### src/rtl/stir2_pkg.sv
// ----------------------------------------------------------------------------
// stir2_pkg
// Shared types and constants of the Stirling second-kind counter: widths,
// the overflow code of a row cell, controller states and the command/status
// structs between controller and datapath.
// ----------------------------------------------------------------------------
package stir2_pkg;

  // Largest set size the row memory holds
  localparam int MAX_SET_SIZE = 63;
  localparam int ROW_DEPTH    = MAX_SET_SIZE + 1;
  localparam int IDX_W        = $clog2(ROW_DEPTH);

  // Field widths
  localparam int N_W    = 6;
  localparam int WAYS_W = 63;
  // A row cell carries one more bit: the value 2^63 marks an overflowed cell
  localparam int CELL_W = WAYS_W + 1;
  // Column index times cell value
  localparam int MUL_W  = WAYS_W + IDX_W;

  localparam logic [WAYS_W-1:0] WAYS_MAX = {WAYS_W{1'b1}};
  localparam logic [CELL_W-1:0] CELL_OVF = {1'b1, {WAYS_W{1'b0}}};
  localparam logic [CELL_W-1:0] CELL_ONE = CELL_W'(1);

  typedef enum logic [2:0] {
    S_IDLE,
    S_CHECK,
    S_EMPTY,
    S_READ,
    S_MUL,
    S_WRITE,
    S_FETCH,
    S_RESULT
  } state_t;

  // Controller to datapath
  typedef struct packed {
    logic load;      // capture the query, start at row 1, column 1
    logic rd_cell;   // read the current and left-hand cells
    logic do_mul;    // register column times cell
    logic do_wr;     // add and write the current cell
    logic step_col;  // move one column left
    logic step_row;  // next row, column at its top
    logic rd_res;    // read the result cell
    logic out_zero;  // load a zero result
    logic out_load;  // load the result cell
  } cmd_t;

  // Datapath to controller
  typedef struct packed {
    logic trivial;     // result is zero without any work
    logic col_is_one;  // current column is the first
    logic row_is_last; // current row is the set size
    logic out_free;    // output register can take a result
  } sts_t;

endpackage

### src/rtl/stir2_ctrl.sv
// ----------------------------------------------------------------------------
// stir2_ctrl
// Sequencer of the counter: walks the rows and the columns of the triangle,
// reading, multiplying and writing back each cell, then fetches and hands over the result.
// ----------------------------------------------------------------------------
module stir2_ctrl
  import stir2_pkg::*;
(
  input  logic clk,
  input  logic rst_n,
  input  logic in_valid,
  output logic in_ready,
  input  sts_t sts,
  output cmd_t cmd
);

  state_t state_r, state_nxt;

  always_ff @(posedge clk) begin
    if (!rst_n) begin
      state_r <= S_IDLE;
    end else begin
      state_r <= state_nxt;
    end
  end

  always_comb begin
    state_nxt = state_r;
    case (state_r)
      S_IDLE: begin
        if (in_valid) state_nxt = S_CHECK;
      end
      S_CHECK: begin
        state_nxt = sts.trivial ? S_EMPTY : S_READ;
      end
      S_EMPTY: begin
        if (sts.out_free) state_nxt = S_IDLE;
      end
      S_READ:  state_nxt = S_MUL;
      S_MUL:   state_nxt = S_WRITE;
      S_WRITE: begin
        if (sts.col_is_one && sts.row_is_last) state_nxt = S_FETCH;
        else                                   state_nxt = S_READ;
      end
      S_FETCH: state_nxt = S_RESULT;
      S_RESULT: begin
        if (sts.out_free) state_nxt = S_IDLE;
      end
      default: state_nxt = S_IDLE;
    endcase
  end

  always_comb begin
    cmd      = '0;
    in_ready = 1'b0;
    case (state_r)
      S_IDLE: begin
        in_ready = 1'b1;
        cmd.load = in_valid;
      end
      S_EMPTY:  cmd.out_zero = sts.out_free;
      S_READ:   cmd.rd_cell  = 1'b1;
      S_MUL:    cmd.do_mul   = 1'b1;
      S_WRITE: begin
        cmd.do_wr    = 1'b1;
        cmd.step_col = !sts.col_is_one;
        cmd.step_row = sts.col_is_one && !sts.row_is_last;
      end
      S_FETCH:  cmd.rd_res   = 1'b1;
      S_RESULT: cmd.out_load = sts.out_free;
      default: begin
        cmd      = '0;
        in_ready = 1'b0;
      end
    endcase
  end

endmodule

### config.mk
export PLATFORM = sky130hd
export DESIGN_NAME = stir2_ctrl
export DESIGN_NICKNAME = d
export VERILOG_FILES = /design/src/rtl/stir2_pkg.sv /design/src/rtl/stir2_ctrl.sv
export SDC_FILE = /design/constraint.sdc
export NUM_CORES = 1
export LEC_CHECK = 0
export ABC_AREA = 1
export BUFFER_PORTS_ARGS = -buffer_cell sky130_fd_sc_hd__buf_2
export CORE_AREA = 5 5 42 44
export DETAILED_ROUTE_END_ITERATION = 6
export DIE_AREA = 0 0 47 49
export PLACE_DENSITY = 0.48
export SLEW_MARGIN = 10
export SYNTH_ARGS = -nofsm -noshare
export SYNTH_HDL_FRONTEND = slang
export SYNTH_SLANG_ARGS = --single-unit
### constraint.sdc
create_clock -name clk -period 0.95 [get_ports clk]
set_input_delay 0.19 -clock clk [delete_from_list [all_inputs] [get_ports clk]]
set_output_delay 0.19 -clock clk [all_outputs]
set_load 0.005 [all_outputs]
==> results.toml <==
[run_status]
status = "complete, but fails checks"
violations = "setup timing"

[detailed_routing]
drt-wirelength-per-cell_um = 10.86
drtAntennaViolNets = 0
drcViolationCount = 0
detailroute.via_count = 420
first_pass_iters = 4
wirelength_um = 1064
drtIter0Drc = 3
avgViaCountPerCell = 4.286

[critical_path]
cp_slowest_cell = "dfxtp_4"
critical_path_cell_count = 4
cp-end-kind = "primary output"
setup_slack_reg_to_reg_ns = -0.23
count_of_buffer_and_inverter_cells_on_the_critical_path = 2
worst_r2r_src = "state_r[1]"
rr_endpoint = "state_r[0]"
critical_path_fanouts_max = 7
worst-r2r-cell-count = 8
path_delay_family = "flip-flops"
crit_end = "cmd[0]"
worst_path_required_time_ns = 0.76
cp-startpoint = "state_r[0]"
worst_path_largest_cell_delay_ns = 0.39
path_cells = "buf_4, nand3_4, nor2_2, buf_2"
arrival_time_of_data_at_the_critical_path_endpoint_ns = 1.09
worstSetupStartpointType = "flip-flop"
timing.setup.critical_path_class = "flip-flop to primary output"

[floorplan]
die-height_um = 49
floorplan.core_area_mm2 = 0.001401
die_area_mm2 = 0.002303
fp.dieW_um = 47
start_util_pct = 20.98
top_level_ports = 17
num_rows = 14

[power]
p_seq_share_pct = 23.6
irDropWorstVdd_v = 0.0005740
p_clk_share_pct = 29.0
power.share.switching_pct = 37.99
share_comb_of_total_power_pct = 47.4
cellPowerDensity_mw_per_mm2 = 1328
leakage_power_uw = 0.0003302
p_int_uw = 497.8
post-layout-total-power_uw = 802.8
netSwitchingPower_uw = 305.0

[timing]
final_setup_violations = 13
rsz0062_at_grt = "true"
final-max-slew-violation-count = 0
timing.final.crit_period_ns = 1.278
finalHoldViolations = 0
layout_setup_ws_ns = -0.3280
fin_skew_ns = 0.0004685
timing.max_slew.rel_slack_pct = 87.82
post-route-period-util_pct = 134.5
tightest_slew_ns = 0.1826
setup_total_negative_slack_ns = -3.300
maxClockFrequency_ghz = 0.7824

[global_route]
grt.overflow.total = 0
number_of_antenna_violations_at_the_first_check_in_global_routing = 0
grtUsageTotal_pct = 8.855
grt_pass1_vias = 351
pin_count_of_the_biggest_net_entering_global_routing = 10
grt_pass1_wl_um = 1476

[final_layout]
layout.nets = 90
areaGrowthSynthToFinish_pct = 105.5
largestRegisters = "state_r (3)"
final-instance-count-excl-fill = 98
largest-register = "state_r"
most_common_library_cell_in_the_layout_ignoring_fill_and_taps = "buf_2"
commonest_cells_after_routing_fill_and_taps_aside = "15 x buf_2, 10 x buf_4, 8 x nand2_1"
fillers = 168
number_of_diodes_added_for_antenna_fixing = 0
post_route_cells_drive_above_1_share_pct = 68.29
utilization_pct = 43.13
largest_register_ffs = 3

[placed_design]
placed_cells = 86
gp_congestion = 0.7243
port_buffers = 16
dp.final_hpwl_um = 689.6

[yosys]
postSynthNetCount = 58
synthDistinctLibCells = 17
yosys_register_bits = 3
post_synth_instance_area_um2 = 294.0
syn-mean-instance-area_um2 = 5.765
postSynthCellCount = 51
synth-warning-count = 0
seq_area_frac_synth_pct = 20.43

[cts]
cts_inserted_buffers = 3
cts_hold_repair.buffers = 0
clock_sink_count = 3
clock_tree_from_tritoncts = "yes"
ctsLongestPathBuffers = 2
clk-insertion-delay-late_ns = 0.24
cts-htree-levels = 1
clkTransAtPathRegs_ns = 0.04
cts_root_cell = "clkbuf_4"

[min_path]
worstHoldPathType = "primary input to flip-flop"

[job]
maxCapViolations = 0
[stage by stage]
step / setup slack (ns) / hold slack, ns / area, µm²
after CTS: -0.3415 / 0.2076 / 501.7
after global routing: -0.3965 / 0.2095 / 604.3
after global placement: -0.1885 / 0.4546 / 427.9
final: -0.3280 / 0.2157 / 604.3
after floorplan: -0.02470 / 0.3302 / 309.0
after detailed placement: -0.2156 / 0.4608 / 427.9
[repair_timing]
item	in CTS	in global routing
endpoints found under the setup margin	13	13
setup buffers	3	5
cloned	0	0
pin swaps	3	7
gates resized for setup	10	17
[synth_stat cells]
master | count | area (µm²)
a21oi_1 | 1 | 5.000
a21oi_2 | 1 | 8.760
buf_2 | 1 | 5.000
buf_4 | 1 | 7.510
dfxtp_1 | 3 | 60.06
inv_1 | 4 | 15.01
inv_2 | 3 | 11.26
inv_4 | 1 | 6.260
nand2_1 | 11 | 41.29
nand2_2 | 2 | 12.51
nand3_1 | 6 | 30.03
nand4_1 | 1 | 6.260
nor2_1 | 9 | 33.78
nor2_2 | 1 | 6.260
nor2_8 | 1 | 20.02
nor3_1 | 3 | 15.01
o21ai_0 | 2 | 10.01
[worst register-to-register path, cell delays in order, from the launching register on]
cell,delay (ns)
dfxtp_4,0.40
inv_4,0.05
buf_4,0.13
buf_4,0.12
nor2_1,0.08
nand3_1,0.10
nand3_1,0.09
nor2_1,0.05
nor2_1,0.09
[metal layers]
layer | GRT usage [%] | part of all wire, %
met5 | 0 | 0
met4 | 2.765 | 0
met3 | 4.428 | 8.6
met2 | 10.86 | 50
met1 | 13.10 | 42
[worst min-delay path by stage]
stage,endpoint,slack (ns),from,cells after the start
4_1_cts,state_r[1],0.21,rst_n,3
3_3_place_gp,state_r[1],0.45,rst_n,3
3_5_place_dp,state_r[1],0.46,rst_n,3
2_1_floorplan,state_r[1],0.33,rst_n,2
6_report,state_r[0],0.22,rst_n,3
5_1_grt,state_r[0],0.21,rst_n,3
[cell type report]
cell class / count / area (µm²) / area share [%]
Multi-Input combinational cell: 38 / 254.0 / 42.03
Sequential cell: 3 / 71.32 / 11.80
Timing Repair Buffer: 29 / 195.2 / 32.30
Clock buffer: 4 / 26.28 / 4.348
Inverter: 8 / 37.54 / 6.211
Tap cell: 16 / 20.02 / 3.313
[power groups by stage]
| stage | logic [µW] | registers [µW] | clock network, µW |
|---|---|---|---|
| 2_1_floorplan | 193 | 153 | 0 |
| 3_3_place_gp | 242 | 182 | 0 |
| 3_5_place_dp | 243 | 183 | 0 |
| 4_1_cts | 273 | 188 | 238 |
| 5_1_grt | 409 | 193 | 259 |
| 6_report | 380 | 189 | 233 |
[kinds of logic after synthesis]
| kind of cell | count (synthesis) | share of synthesized area, % |
|---|---|---|
| flops | 3 | 20.43 |
| simple gates | 34 | 56.17 |
| compound gates | 4 | 8.084 |
| buf+inv | 10 | 15.32 |
Power figures use the tool's default switching activity.
